===== src/design/pfmgpg_pkg.sv =====
// Shared types and constants for the PFM group pulse generator.
// Used by pfmgpg_ratio_search, pfmgpg_pattern and the top level; no dependencies.
`default_nettype none

package pfmgpg_pkg;

  // Field widths
  localparam int unsigned CountW  = 6;   // N1, N2, totals, max_total
  localparam int unsigned TargetW = 17;  // Q1.16 target, 65536 = 1.0
  localparam int unsigned FracW   = 16;  // fraction bits of the target
  localparam int unsigned TickW   = 8;   // tick counter
  localparam int unsigned ErrW    = 23;  // |N1*65536 - target*total|
  localparam int unsigned ProdW   = ErrW + CountW;  // error times a total

  // Constants of the pattern and the search
  localparam int unsigned MinTotal      = 3;   // smallest total tried
  localparam int unsigned MaxTotalReset = 12;  // reset of max_total
  localparam int unsigned FastReset     = 2;   // N1 after reset
  localparam int unsigned SlowReset     = 1;   // N2 after reset
  localparam int unsigned DefaultN1     = 1;   // answer when nothing is tried
  localparam int unsigned DefaultN2     = 2;

  // Item kinds carried on the mode field
  localparam logic ModeTick  = 1'b0;
  localparam logic ModeRatio = 1'b1;

  // Search result handed to the pattern
  typedef struct packed {
    logic              done;
    logic [CountW-1:0] n1;
    logic [CountW-1:0] n2;
  } search_res_t;

  // Pattern status shown on the result channel
  typedef struct packed {
    logic              level;
    logic              slow_phase;
    logic [CountW-1:0] fast_count;
    logic [CountW-1:0] slow_count;
  } pat_stat_t;

endpackage

`default_nettype wire


===== src/design/pfmgpg_ratio_search.sv =====
// Ratio search: picks odd N1 and even N2 whose N1/total is closest to a target.
// One shared 23x6 multiplier under a small sequencer; uses pfmgpg_pkg.
`default_nettype none

module pfmgpg_ratio_search (
  input  logic                                clk_i,
  input  logic                                rst_ni,
  input  logic                                start_i,
  input  logic [pfmgpg_pkg::TargetW-1:0]      target_i,
  input  logic [pfmgpg_pkg::CountW-1:0]       limit_i,
  output logic                                busy_o,
  output pfmgpg_pkg::search_res_t             res_o
);

  typedef enum logic [2:0] {
    S_IDLE,
    S_BPROD,
    S_ERR,
    S_LHS,
    S_RHS,
    S_UPD,
    S_DONE
  } state_e;

  state_e                             state_q;
  logic [pfmgpg_pkg::TargetW-1:0]     target_q;
  logic [pfmgpg_pkg::CountW-1:0]      limit_q;
  logic [pfmgpg_pkg::CountW-1:0]      tot_q;
  logic [pfmgpg_pkg::CountW-1:0]      n1_q;
  logic [pfmgpg_pkg::ProdW-1:0]       prod_q;
  logic [pfmgpg_pkg::ErrW-1:0]        err_q;
  logic [pfmgpg_pkg::ProdW-1:0]       lhs_q;
  logic [pfmgpg_pkg::ProdW-1:0]       rhs_q;
  logic [pfmgpg_pkg::ErrW-1:0]        lead_err_q;
  logic [pfmgpg_pkg::CountW-1:0]      best_tot_q;
  logic [pfmgpg_pkg::CountW-1:0]      best_n1_q;
  logic [pfmgpg_pkg::CountW-1:0]      best_n2_q;
  logic                               have_q;

  logic [pfmgpg_pkg::ErrW-1:0]        mul_a;
  logic [pfmgpg_pkg::CountW-1:0]      mul_b;
  logic [pfmgpg_pkg::ProdW-1:0]       mul_p;
  logic [pfmgpg_pkg::ErrW-1:0]        a_val;
  logic [pfmgpg_pkg::ErrW-1:0]        b_val;
  logic [pfmgpg_pkg::ErrW-1:0]        err_val;
  logic [pfmgpg_pkg::CountW:0]        n1_nx;
  logic [pfmgpg_pkg::CountW:0]        tot_nx;
  logic                               last_in_tot;
  logic                               finish;
  logic                               better;

  // Route the shared multiplier by step
  always_comb begin
    unique case (state_q)
      S_BPROD: begin
        mul_a = pfmgpg_pkg::ErrW'(target_q);
        mul_b = tot_q;
      end
      S_LHS: begin
        mul_a = err_q;
        mul_b = best_tot_q;
      end
      S_RHS: begin
        mul_a = lead_err_q;
        mul_b = tot_q;
      end
      default: begin
        mul_a = '0;
        mul_b = '0;
      end
    endcase
  end

  assign mul_p = pfmgpg_pkg::ProdW'(mul_a) * pfmgpg_pkg::ProdW'(mul_b);

  // Absolute error of the candidate, scaled by its total
  assign a_val   = pfmgpg_pkg::ErrW'({n1_q, {pfmgpg_pkg::FracW{1'b0}}});
  assign b_val   = prod_q[pfmgpg_pkg::ErrW-1:0];
  assign err_val = (a_val >= b_val) ? (a_val - b_val) : (b_val - a_val);

  // Step to the next candidate: N1 odd, total odd, N2 at least two
  assign n1_nx       = {1'b0, n1_q} + (pfmgpg_pkg::CountW+1)'(2);
  assign tot_nx      = {1'b0, tot_q} + (pfmgpg_pkg::CountW+1)'(2);
  assign last_in_tot = (n1_nx >= {1'b0, tot_q});
  assign finish      = last_in_tot && (tot_nx > {1'b0, limit_q});
  assign better      = !have_q || (lhs_q < rhs_q);

  // Sequencer and best-so-far registers
  always_ff @(posedge clk_i or negedge rst_ni) begin
    if (!rst_ni) begin
      state_q    <= S_IDLE;
      have_q     <= 1'b0;
      best_n1_q  <= pfmgpg_pkg::CountW'(pfmgpg_pkg::DefaultN1);
      best_n2_q  <= pfmgpg_pkg::CountW'(pfmgpg_pkg::DefaultN2);
    end else begin
      unique case (state_q)
        S_IDLE: begin
          if (start_i) begin
            target_q  <= target_i;
            limit_q   <= limit_i;
            tot_q     <= pfmgpg_pkg::CountW'(pfmgpg_pkg::MinTotal);
            n1_q      <= pfmgpg_pkg::CountW'(pfmgpg_pkg::DefaultN1);
            have_q    <= 1'b0;
            best_n1_q <= pfmgpg_pkg::CountW'(pfmgpg_pkg::DefaultN1);
            best_n2_q <= pfmgpg_pkg::CountW'(pfmgpg_pkg::DefaultN2);
            if (limit_i < pfmgpg_pkg::CountW'(pfmgpg_pkg::MinTotal)) begin
              state_q <= S_DONE;
            end else begin
              state_q <= S_BPROD;
            end
          end
        end
        S_BPROD: begin
          prod_q  <= mul_p;
          state_q <= S_ERR;
        end
        S_ERR: begin
          err_q   <= err_val;
          state_q <= S_LHS;
        end
        S_LHS: begin
          lhs_q   <= mul_p;
          state_q <= S_RHS;
        end
        S_RHS: begin
          rhs_q   <= mul_p;
          state_q <= S_UPD;
        end
        S_UPD: begin
          // keep the earlier candidate on a tie
          if (better) begin
            have_q     <= 1'b1;
            lead_err_q <= err_q;
            best_tot_q <= tot_q;
            best_n1_q  <= n1_q;
            best_n2_q  <= tot_q - n1_q;
          end
          if (finish) begin
            state_q <= S_DONE;
          end else if (last_in_tot) begin
            tot_q   <= tot_nx[pfmgpg_pkg::CountW-1:0];
            n1_q    <= pfmgpg_pkg::CountW'(pfmgpg_pkg::DefaultN1);
            state_q <= S_BPROD;
          end else begin
            n1_q    <= n1_nx[pfmgpg_pkg::CountW-1:0];
            state_q <= S_BPROD;
          end
        end
        S_DONE: begin
          state_q <= S_IDLE;
        end
        default: begin
          state_q <= S_IDLE;
        end
      endcase
    end
  end

  assign busy_o     = (state_q != S_IDLE);
  assign res_o.done = (state_q == S_DONE);
  assign res_o.n1   = best_n1_q;
  assign res_o.n2   = best_n2_q;

  // The answer always pairs an odd N1 with an even N2
  assert property (@(posedge clk_i) disable iff (!rst_ni)
    res_o.done |-> (res_o.n1[0] == 1'b1) && (res_o.n2[0] == 1'b0))
    else $error("search answer breaks the N1 odd, N2 even rule");

  // Every candidate leaves room for N2 of at least two
  assert property (@(posedge clk_i) disable iff (!rst_ni)
    (state_q == S_UPD) |-> ({1'b0, n1_q} + (pfmgpg_pkg::CountW+1)'(2) <= {1'b0, tot_q}))
    else $error("candidate N1 out of range for its total");

  // Done lasts one cycle and returns to idle
  assert property (@(posedge clk_i) disable iff (!rst_ni)
    res_o.done |=> !res_o.done && !busy_o)
    else $error("search done did not drop back to idle");

endmodule

`default_nettype wire


===== src/design/pfmgpg_pattern.sv =====
// Gate pattern: fast and slow groups, tick counter and the stored N1/N2.
// Uses pfmgpg_pkg; loaded from the ratio search.
`default_nettype none

module pfmgpg_pattern (
  input  logic                          clk_i,
  input  logic                          rst_ni,
  input  logic                          tick_i,
  input  logic                          load_i,
  input  logic [pfmgpg_pkg::CountW-1:0] n1_i,
  input  logic [pfmgpg_pkg::CountW-1:0] n2_i,
  output pfmgpg_pkg::pat_stat_t         stat_o
);

  logic                          slow_q;
  logic [pfmgpg_pkg::TickW-1:0]  tick_q;
  logic [1:0]                    mod3_q;
  logic                          level_q;
  logic [pfmgpg_pkg::CountW-1:0] fast_cnt_q;
  logic [pfmgpg_pkg::CountW-1:0] slow_cnt_q;

  logic [pfmgpg_pkg::TickW-1:0]  tick_inc;
  logic [pfmgpg_pkg::TickW-1:0]  slow_limit;
  logic [1:0]                    mod3_inc;

  // Tick count and its value mod three in the slow group
  assign tick_inc   = tick_q + pfmgpg_pkg::TickW'(1);
  assign slow_limit = pfmgpg_pkg::TickW'({slow_cnt_q, 1'b0})
                    + pfmgpg_pkg::TickW'(slow_cnt_q);
  assign mod3_inc   = (mod3_q == 2'd2) ? 2'd0 : (mod3_q + 2'd1);

  // Advance the pattern on a tick, take new counts on a load
  always_ff @(posedge clk_i or negedge rst_ni) begin
    if (!rst_ni) begin
      slow_q     <= 1'b0;
      tick_q     <= '0;
      mod3_q     <= '0;
      level_q    <= 1'b0;
      fast_cnt_q <= pfmgpg_pkg::CountW'(pfmgpg_pkg::FastReset);
      slow_cnt_q <= pfmgpg_pkg::CountW'(pfmgpg_pkg::SlowReset);
    end else begin
      priority if (load_i) begin
        fast_cnt_q <= n1_i;
        slow_cnt_q <= n2_i;
      end else if (tick_i) begin
        if (!slow_q) begin
          level_q <= ~level_q;
          if (tick_inc >= pfmgpg_pkg::TickW'(fast_cnt_q)) begin
            slow_q <= 1'b1;
            tick_q <= '0;
            mod3_q <= '0;
          end else begin
            tick_q <= tick_inc;
          end
        end else begin
          if (mod3_inc == 2'd0) begin
            level_q <= ~level_q;
          end
          if (tick_inc >= slow_limit) begin
            slow_q <= 1'b0;
            tick_q <= '0;
          end else begin
            tick_q <= tick_inc;
            mod3_q <= mod3_inc;
          end
        end
      end
    end
  end

  assign stat_o.level      = level_q;
  assign stat_o.slow_phase = slow_q;
  assign stat_o.fast_count = fast_cnt_q;
  assign stat_o.slow_count = slow_cnt_q;

endmodule

`default_nettype wire


===== src/design/pfmgpg_group_pulse_generator_top.sv =====
// Top level of one PFM group pulse generator channel.
// Instantiates pfmgpg_ratio_search and pfmgpg_pattern; uses pfmgpg_pkg.
`default_nettype none

//  channel | handshake                 | payload
//  --------+---------------------------+---------------------------------------
//  in      | in_valid_i / in_ready_o   | mode_i, target_ratio_i
//  out     | out_valid_o / out_ready_i | high_side_o, low_side_o,
//          |                           | in_slow_group_o, fast_pulses_o,
//          |                           | slow_pulses_o
//  cfg     | cfg_we_i                  | cfg_wdata_i (max_total)
//
// A tick item advances the pattern and sets the finished flag; the output register
// then captures the pattern status. A ratio item runs the search over C candidates,
// C being the sum of (t-1)/2 over odd totals t from 3 to max_total (15 at reset,
// 496 at 63); each candidate takes five steps, three of which share one multiplier.
// Reset: max_total 12, N1 2, N2 1, fast group, pattern level low; the output register
// has no reset. It holds one result while the next item runs; its result waits until the register frees.

module pfm_group_pulse_generator_top (
  input  logic                           clk_i,
  input  logic                           rst_ni,
  input  logic                           cfg_we_i,
  input  logic [pfmgpg_pkg::CountW-1:0]  cfg_wdata_i,
  input  logic                           in_valid_i,
  output logic                           in_ready_o,
  input  logic                           mode_i,
  input  logic [pfmgpg_pkg::TargetW-1:0] target_ratio_i,
  output logic                           out_valid_o,
  input  logic                           out_ready_i,
  output logic                           high_side_o,
  output logic                           low_side_o,
  output logic                           in_slow_group_o,
  output logic [pfmgpg_pkg::CountW-1:0]  fast_pulses_o,
  output logic [pfmgpg_pkg::CountW-1:0]  slow_pulses_o
);

  logic [pfmgpg_pkg::CountW-1:0] max_total_q;
  logic                          fin_q;
  logic                          out_valid_q;
  logic                          high_q;
  logic                          low_q;
  logic                          slow_grp_q;
  logic [pfmgpg_pkg::CountW-1:0] fast_q;
  logic [pfmgpg_pkg::CountW-1:0] slow_q;

  logic                          in_fire;
  logic                          tick;
  logic                          start;
  logic                          srch_busy;
  logic                          load_out;
  pfmgpg_pkg::search_res_t       srch_res;
  pfmgpg_pkg::pat_stat_t         stat;

  // Accept an item only with no search running and no result waiting inside
  assign in_ready_o = !fin_q && !srch_busy;
  assign in_fire    = in_valid_i && in_ready_o;
  assign tick       = in_fire && (mode_i == pfmgpg_pkg::ModeTick);
  assign start      = in_fire && (mode_i == pfmgpg_pkg::ModeRatio);
  assign load_out   = fin_q && (!out_valid_q || out_ready_i);

  pfmgpg_ratio_search u_search (
    .clk_i    (clk_i),
    .rst_ni   (rst_ni),
    .start_i  (start),
    .target_i (target_ratio_i),
    .limit_i  (max_total_q),
    .busy_o   (srch_busy),
    .res_o    (srch_res)
  );

  pfmgpg_pattern u_pattern (
    .clk_i  (clk_i),
    .rst_ni (rst_ni),
    .tick_i (tick),
    .load_i (srch_res.done),
    .n1_i   (srch_res.n1),
    .n2_i   (srch_res.n2),
    .stat_o (stat)
  );

  // Hold the configuration register
  always_ff @(posedge clk_i or negedge rst_ni) begin
    if (!rst_ni) begin
      max_total_q <= pfmgpg_pkg::CountW'(pfmgpg_pkg::MaxTotalReset);
    end else if (cfg_we_i) begin
      max_total_q <= cfg_wdata_i;
    end
  end

  // Track the finished item and the output register's valid flag
  always_ff @(posedge clk_i or negedge rst_ni) begin
    if (!rst_ni) begin
      fin_q       <= 1'b0;
      out_valid_q <= 1'b0;
    end else begin
      if (tick || srch_res.done) begin
        fin_q <= 1'b1;
      end else if (load_out) begin
        fin_q <= 1'b0;
      end
      if (load_out) begin
        out_valid_q <= 1'b1;
      end else if (out_ready_i) begin
        out_valid_q <= 1'b0;
      end
    end
  end

  // Capture the pattern status into the output register
  always_ff @(posedge clk_i) begin
    if (load_out) begin
      high_q     <= stat.level;
      low_q      <= ~stat.level;
      slow_grp_q <= stat.slow_phase;
      fast_q     <= stat.fast_count;
      slow_q     <= stat.slow_count;
    end
  end

  assign out_valid_o     = out_valid_q;
  assign high_side_o     = high_q;
  assign low_side_o      = low_q;
  assign in_slow_group_o = slow_grp_q;
  assign fast_pulses_o   = fast_q;
  assign slow_pulses_o   = slow_q;

  // A search never ends while an earlier result is still waiting inside
  assert property (@(posedge clk_i) disable iff (!rst_ni)
    srch_res.done |-> !fin_q)
    else $error("search finished over an undelivered result");

  // A tick item is finished in the cycle after acceptance
  assert property (@(posedge clk_i) disable iff (!rst_ni)
    tick |=> fin_q)
    else $error("tick item did not finish in one cycle");

  // A waiting result is held while the output register is stalled
  assert property (@(posedge clk_i) disable iff (!rst_ni)
    (fin_q && out_valid_q && !out_ready_i) |=> fin_q && !in_ready_o)
    else $error("waiting result dropped under a stall");

endmodule

`default_nettype wire

===== config.mk =====
export PLATFORM = sky130hd
export DESIGN_NAME = pfm_group_pulse_generator_top
export DESIGN_NICKNAME = d
export VERILOG_FILES = /design/src/design/pfmgpg_pkg.sv /design/src/design/pfmgpg_ratio_search.sv /design/src/design/pfmgpg_pattern.sv /design/src/design/pfmgpg_group_pulse_generator_top.sv
export SDC_FILE = /design/constraint.sdc
export NUM_CORES = 1
export LEC_CHECK = 0
export BUFFER_PORTS_ARGS = -buffer_cell sky130_fd_sc_hd__buf_2
export CORE_MARGIN = 2
export CORE_UTILIZATION = 60
export CTS_CLUSTER_SIZE = 16
export DETAILED_ROUTE_END_ITERATION = 16
export PLACE_DENSITY = 0.76
export SYNTH_ARGS = -nofsm -noshare
export SYNTH_HDL_FRONTEND = slang
export SYNTH_HIERARCHICAL = 1
export SYNTH_SLANG_ARGS = --single-unit

===== constraint.sdc =====
create_clock -name clk_i -period 7.7 [get_ports clk_i]
set_input_delay 1.925 -clock clk_i [delete_from_list [all_inputs] [get_ports clk_i]]
set_output_delay 1.925 -clock clk_i [all_outputs]
set_load 0.01 [all_outputs]

# Word level (Yosys, flattened, before mapping)
# Cells that the tools add are included.
# classes
order_cmp,7
eq_ne,13
reduce_logical,33
n_addsub,8
multipliers,1
n_bitwise,3
muxes,39
# op_table
operator,count
$pmux 23 s3,1
$pmux 6 s2,5
$mux 6,9
$lt 29x29->1,1
$mul 23x6->29,1
$mux 8,3
$ge 22x23->1,1
$mux 23,1
$sub 22x23->23,1
$sub 23x22->23,1
$pmux 3 s6,1
$add 6x2->7 const B,2
$reduce_and 3->1,4
$mux 1,11
$reduce_and 2->1,5
$eq 3x3->1 const B,3
$mux 3,3
$add 7x6->8,1
$add 8x1->8 const B,1
$ge 8x6->1,1
$ge 8x8->1,1
$mux 2,4
$ne 2x2->1 const B,4
$reduce_and 4->1,2
other kinds (20),37
# word_totals
wordCells,132
out_inout_bits,17
inputBits,29
register_bits,231

# Longest topological paths before layout
# logic_depth
depth_word,7
ltp_mapped,23
mapped_depth_nobuf,20

# Cells and area by module
# The synthesis kept the hierarchy.
# modules_own_cells
module,cells_per_inst,instances,area_per_inst_um2,seq_area_each_um2
pfmgpg_ratio_search,1147,1,12547.0,5387.7
pfmgpg_pattern,170,1,1669.1,603.1
pfm_group_pulse_generator_top,39,1,788.3,653.1

# Worst setup path before layout
# No wires, ideal clock.
# synth_path
kind,register to register
start,reg u_search.state_q[1]
end,"reg u_search/lhs_q[26] (netlist name), data pin"
setup_ps,273
period_less_slack_ps,5545
setup_slack_ps,2155
t_required_ps,7427
stages_incl_launch_ff,21
arrival_ps,5272
n_path_buf,3
cell_sequence,dfrtp_1 -> buf_2 -> buf_2 -> clkbuf_1 -> mux2i_1 -> nor2_1 -> a21oi_1 -> nor2_1 -> fa_1 -> fa_1 -> inv_1 -> fa_1 -> inv_1 -> ha_1 -> o21ai_1 -> or3b_1 -> a221o_1 -> o211ai_2 -> nand3_1 -> o31ai_1 -> xor2_1
# synth_via
elab_chain_len,4
elab_cells_between_ends,7
cone_classes,mul (1); eq/ne (3); mux (2); reduce/logical (1)
# synth_lines
item,line_no,source
from (decl),pfmgpg_ratio_search.sv:25,state_e state_q;
from (signal assigned),pfmgpg_ratio_search.sv:91,state_q <= S_IDLE;
from (signal assigned),pfmgpg_ratio_search.sv:107,state_q <= S_DONE;
from (signal assigned),pfmgpg_ratio_search.sv:109,state_q <= S_BPROD;
$eq 3x1->1 / $eq 3x3->1 (equally long branches),pfmgpg_ratio_search.sv:54,unique case (state_q)
$reduce_or 2->1 (no line),--,
$pmux 6 s2,pfmgpg_ratio_search.sv:54,
$mul 23x6->29 (*),pfmgpg_ratio_search.sv:74,assign mul_p = pfmgpg_pkg::ProdW'(mul_a) * pfmgpg_pkg::ProdW'(mul_b);
named net u_search.mul_p (one bit),pfmgpg_ratio_search.sv:42,logic [pfmgpg_pkg::ProdW-1:0] mul_p;
to (signal assigned),pfmgpg_ratio_search.sv:122,lhs_q <= mul_p;
to (decl),pfmgpg_ratio_search.sv:32,logic [pfmgpg_pkg::ProdW-1:0] lhs_q;
# Mark *: on every way through the listed nets, which the timed path passes. The rest lies on a longest branch.
# A chain may end at the register's enable or synchronous reset.

# Worst setup path after layout
# layout_path
start,reg u_search.state_q[1]
end,"reg u_search/rhs_q[19] (netlist name), data pin"
# layout_via
elab_chain_len,4
elab_cells_between_ends,7
cone_classes,mul (1); eq/ne (3); mux (2); reduce/logical (1)
# layout_lines
item,line_no,source
$eq 3x1->1 / $eq 3x3->1 (equally long branches),pfmgpg_ratio_search.sv:54,
$reduce_or 2->1 (no line),--,
$pmux 6 s2,pfmgpg_ratio_search.sv:54,
$mul 23x6->29 (*),pfmgpg_ratio_search.sv:74,
named net u_search.mul_p (one bit),pfmgpg_ratio_search.sv:42,
to (signal assigned),pfmgpg_ratio_search.sv:126,rhs_q <= mul_p;
to (decl),pfmgpg_ratio_search.sv:33,logic [pfmgpg_pkg::ProdW-1:0] rhs_q;
# Marks and branches as above.

==> metrics.log <==
INFO  metric result_of_the_run = finished clean
INFO  metric design.die.area = 26290 um^2
INFO  metric synth.avg_cell_area = 11.07 um^2
INFO  metric grt_first_pass_wirelength = 53560 um
INFO  metric path_delay_family = compound AO/OA/AOI/OAI gates
INFO  metric postSynthRegisterBits = 229
INFO  metric initial_utilization = 61.34%
INFO  metric syn_inst = 1356
INFO  metric hold_viol = 0
INFO  metric hp_class = register to register
INFO  metric synthesis.nets = 1588
INFO  metric multi_input_area = 7462 um^2
INFO  metric drt-pass1-iter-count = 5
INFO  metric final-seq-area = 6644 um^2
INFO  metric max-slew-margin-rel = 20.22%
INFO  metric critical_path.reg2reg.startpoint = u_search/state_q[1]$_DFFE_PN0N_
INFO  metric cts.sinks = 229
INFO  metric worst-path-stages = 16
INFO  metric timing.critical_path.fanout_max = 19
INFO  metric worstPathArrival = 6.91 ns
INFO  metric max_freq = 150.7 MHz
INFO  metric min_delay_path_depth = 0
INFO  metric drt.antenna.violating_nets = 0
INFO  metric dieHeight = 162.1 um
INFO  metric rsz_0062_raised_after_global_routing = false
INFO  metric clk_path_buf_depth = 3
INFO  metric crit_path_end_kind = register
INFO  metric buffer_ports.inserted = 45
INFO  metric critical_path_buf_inv_count = 1
INFO  metric timing.critical_path.slowest_cell_delay = 0.71 ns
INFO  metric tns = 0 ns
INFO  metric ff2ff_setup_slack = 1.06 ns
INFO  metric whs_endpoint = u_search/lead_err_q[20]$_DFFE_PP_
INFO  metric max_slew.worst_pin.slew = 1.188 ns
INFO  metric finish.cell_count_without_fillers = 1752
INFO  metric die_w = 162.1 um
INFO  metric clockRootBuffer = sky130_fd_sc_hd__clkbuf_16
INFO  metric clkSlewWorstSetupHoldPaths = 0.06 ns
INFO  metric worstSetupStartpointType = register
INFO  metric gpl.final_weighted_congestion = 0.9208
INFO  metric grt_remaining_overflow = 0
INFO  metric worstHoldStart = u_search/err_q[20]$_DFFE_PP_
INFO  metric finalClockSkew = 0.02631 ns
INFO  metric place_hpwl = 24990 um
INFO  metric design.final.nets = 1641
INFO  metric worst_skew_pair.late_latency = 0.53 ns
INFO  metric primary_ff_master_synth = sky130_fd_sc_hd__edfxtp_1
INFO  metric yosys.area.top_type_share = 36.22%
INFO  metric postSynth.asyncResetShare = 20.96%
INFO  metric tritoncts = done
INFO  metric cts_setup_buffers = 0
INFO  metric power_leakage = 7.404 nW
INFO  metric drv_slew = 0
INFO  metric cpMostUsedCell = sky130_fd_sc_hd__fa_1
INFO  metric route.vias.total = 10040
INFO  metric power.density_cell_area = 358.3 nW/um^2
INFO  metric dp_cells = 1706
INFO  metric drive_above_1_share = 11.27%
INFO  metric n_antenna_cell = 0
INFO  metric ys.warnings.count = 6
INFO  metric yosysTopAreaCell = sky130_fd_sc_hd__edfxtp_1
INFO  metric fp-row-count = 57
INFO  metric fillCellCount = 1854
INFO  metric initial_antenna_violation_count = 0
INFO  metric path_cells = nor2_1 -> and2_1 -> nand2_1 -> o21a_1 -> or2_2 -> fa_1 -> fa_1 -> fa_1 -> inv_1 -> ha_1 -> a211oi_1 -> o211ai_1 -> a211oi_1 -> nor3b_1 -> a21oi_1 -> a21boi_0
INFO  metric final_min_period = 6.637 ns
INFO  metric timing.critical_path.slowest_stage_cell = sky130_fd_sc_hd__dfrtp_1
INFO  metric mappedNetlistArea = 15000 um^2
INFO  metric drc_errors = 0
INFO  metric htree_levels = 1
INFO  metric ys_types = 81
INFO  metric routed_wl = 33120 um
INFO  metric synth_enable_flop_cells = 181
INFO  metric routed_via_density = 5.732
INFO  metric yosysSeqAreaShare = 44.28%
INFO  metric boundaryPins = 46
INFO  metric setup.worst_path.class = register to register
INFO  metric grt_start_max_net_pins = 53
INFO  metric worstSetupStartpoint = u_search/state_q[1]$_DFFE_PN0N_
INFO  metric core = 24460 um^2
INFO  metric final.period_utilization = 86.20%
INFO  metric area_growth = 9.515%
INFO  metric track_usage = 26.07%
INFO  metric crit_required = 7.97 ns
INFO  metric worst_r2r_path_depth = 16
INFO  metric synth.area.top_cells = sky130_fd_sc_hd__edfxtp_1 (36%), sky130_fd_sc_hd__fa_1 (12%), sky130_fd_sc_hd__ha_1 (9.7%)
INFO  metric drt_iter0_drc = 745
INFO  metric r2r_endpoint = u_search/rhs_q[19]$_DFFE_PP_
INFO  metric cts-buffers-inserted = 25
INFO  metric max-vdd-ir-drop = 284.8 uV
INFO  metric drv_cap = 0
INFO  metric report.final.setup_viol = 0
INFO  metric cts_resized = 0
INFO  metric postCtsHoldBufs = 0
INFO  metric routed_wire_length_per_instance = 18.90 um
INFO  metric grt_pass1_vias = 10250
[power by group]
part,internal (mW),switching (mW),total [mW]
clock network,0.672,0.489,1.16
registers,1.83,0.212,2.04
logic,0.988,1.70,2.69
total,3.49,2.40,5.89
[worst max path at each step]
stage	end	slack [ns]
2_1_floorplan	u_search/lhs_q[26]$_DFFE_PP_	2.15
3_3_place_gp	u_search/rhs_q[19]$_DFFE_PP_	1.40
3_5_place_dp	u_search/prod_q[19]$_DFFE_PP_	1.24
4_1_cts	u_search/lhs_q[19]$_DFFE_PP_	1.18
5_1_grt	u_search/lhs_q[21]$_DFFE_PP_	0.61
6_report	u_search/rhs_q[19]$_DFFE_PP_	1.06
[sequential cells by signal (all words and copies together), names as in the netlist, 8 cells and up]
signal and cells:
u_search/lead_err_q 23, u_search/prod_q 23, u_search/err_q 23, u_search/rhs_q 29
u_search/lhs_q 29, u_search/target_q 17, u_pattern/tick_q 8
[area by class of cell]
type	instances	area share, %
Multi-Input combinational cell	885	45.41
Sequential cell	229	40.43
Inverter	208	4.751
Clock buffer	33	4.234
Tap cell	324	2.467
Timing Repair Buffer	60	2.056
Clock inverter	13	0.6472
[placed cells by master (no fill, tap or decap), types with 9 or more instances in the layout]
cell / Yosys / final
sky130_fd_sc_hd__inv_1: 207 / 207
sky130_fd_sc_hd__edfxtp_1: 181 / 181
sky130_fd_sc_hd__nor2_1: 148 / 147
sky130_fd_sc_hd__ha_1: 116 / 116
sky130_fd_sc_hd__fa_1: 87 / 87
sky130_fd_sc_hd__a21oi_1: 59 / 59
sky130_fd_sc_hd__nand2_1: 55 / 55
sky130_fd_sc_hd__buf_2: 5 / 45
sky130_fd_sc_hd__dfrtp_1: 42 / 42
sky130_fd_sc_hd__o21ai_0: 39 / 39
sky130_fd_sc_hd__a21o_1: 36 / 36
sky130_fd_sc_hd__xnor2_1: 33 / 33
sky130_fd_sc_hd__mux2i_1: 33 / 33
sky130_fd_sc_hd__xor2_1: 29 / 29
sky130_fd_sc_hd__nand2b_1: 28 / 28
sky130_fd_sc_hd__clkbuf_16: 0 / 25
sky130_fd_sc_hd__nand3_1: 21 / 21
sky130_fd_sc_hd__buf_4: 2 / 15
sky130_fd_sc_hd__mux2_2: 13 / 13
sky130_fd_sc_hd__nor3_1: 15 / 13
sky130_fd_sc_hd__or2_2: 12 / 12
sky130_fd_sc_hd__a211oi_1: 12 / 12
sky130_fd_sc_hd__o31ai_1: 11 / 11
sky130_fd_sc_hd__and3_1: 10 / 10
sky130_fd_sc_hd__o21ai_1: 9 / 9
sky130_fd_sc_hd__nand4_1: 9 / 9
[per-stage QoR]
stage	worst slack [ns]	utilization, %	hold slack [ns]	power, mW	cell area [um^2]
floorplan	2.155	-	0.4249	3.960	15000
global placement	1.396	63.89	0.4285	4.623	15630
detailed placement	1.242	63.89	0.4376	4.729	15630
CTS	1.178	67.17	0.4522	5.909	16430
global route	0.6083	67.17	0.4618	6.326	16430
finish	1.063	67.17	0.4491	5.887	16430
[Yosys cell counts (all sizes together), types with 4 or more instances]
library cell and instances:
a211oi 12, a21boi 5, a21o 36, a21oi 60, a22o 4, a22oi 8, a31oi 4, and2 8
and3 10, buf 10, clkbuf 24, dfrtp 42, dfstp 6, edfxtp 181, fa 87, ha 116
inv 208, mux2 15, mux2i 33, nand2 56, nand2b 28, nand3 22, nand4 9, nor2 149
nor2b 7, nor3 16, nor3b 4, nor4 5, o211ai 6, o21a 7, o21ai 49, o21bai 4
o31ai 11, or2 12, or4 4, xnor2 33, xor2 29
[cell families after synthesis]
| logic type | Yosys count | synth area share [%] |
|---|---|---|
| adder cells (fa/ha/maj) | 203 | 21.28 |
| buffers and inverters | 242 | 6.146 |
| AO/OA/AOI/OAI | 229 | 10.17 |
| multiplexers | 48 | 3.327 |
| AND/OR/NAND/NOR | 343 | 11.17 |
| flip-flops | 229 | 44.28 |
| XOR/XNOR | 62 | 3.619 |
[per-layer routing]
layer	routed length, um	global-route usage (%)
met5	0	0
met4	1065	8.327
met1	14250	36.18
met3	1947	3.473
met2	15850	43.11
[worst reg2reg max path: stages (launching register included)]
cell,delay [ns]
sky130_fd_sc_hd__dfrtp_1,0.71
sky130_fd_sc_hd__nor2_1,0.35
sky130_fd_sc_hd__and2_1,0.41
sky130_fd_sc_hd__nand2_1,0.13
sky130_fd_sc_hd__o21a_1,0.41
sky130_fd_sc_hd__or2_2,0.44
sky130_fd_sc_hd__fa_1,0.56
sky130_fd_sc_hd__fa_1,0.44
sky130_fd_sc_hd__fa_1,0.55
sky130_fd_sc_hd__inv_1,0.04
sky130_fd_sc_hd__ha_1,0.35
sky130_fd_sc_hd__a211oi_1,0.41
sky130_fd_sc_hd__o211ai_1,0.21
sky130_fd_sc_hd__a211oi_1,0.41
sky130_fd_sc_hd__nor3b_1,0.17
sky130_fd_sc_hd__a21oi_1,0.38
sky130_fd_sc_hd__a21boi_0,0.43
(Power assumes the default switching activity.)
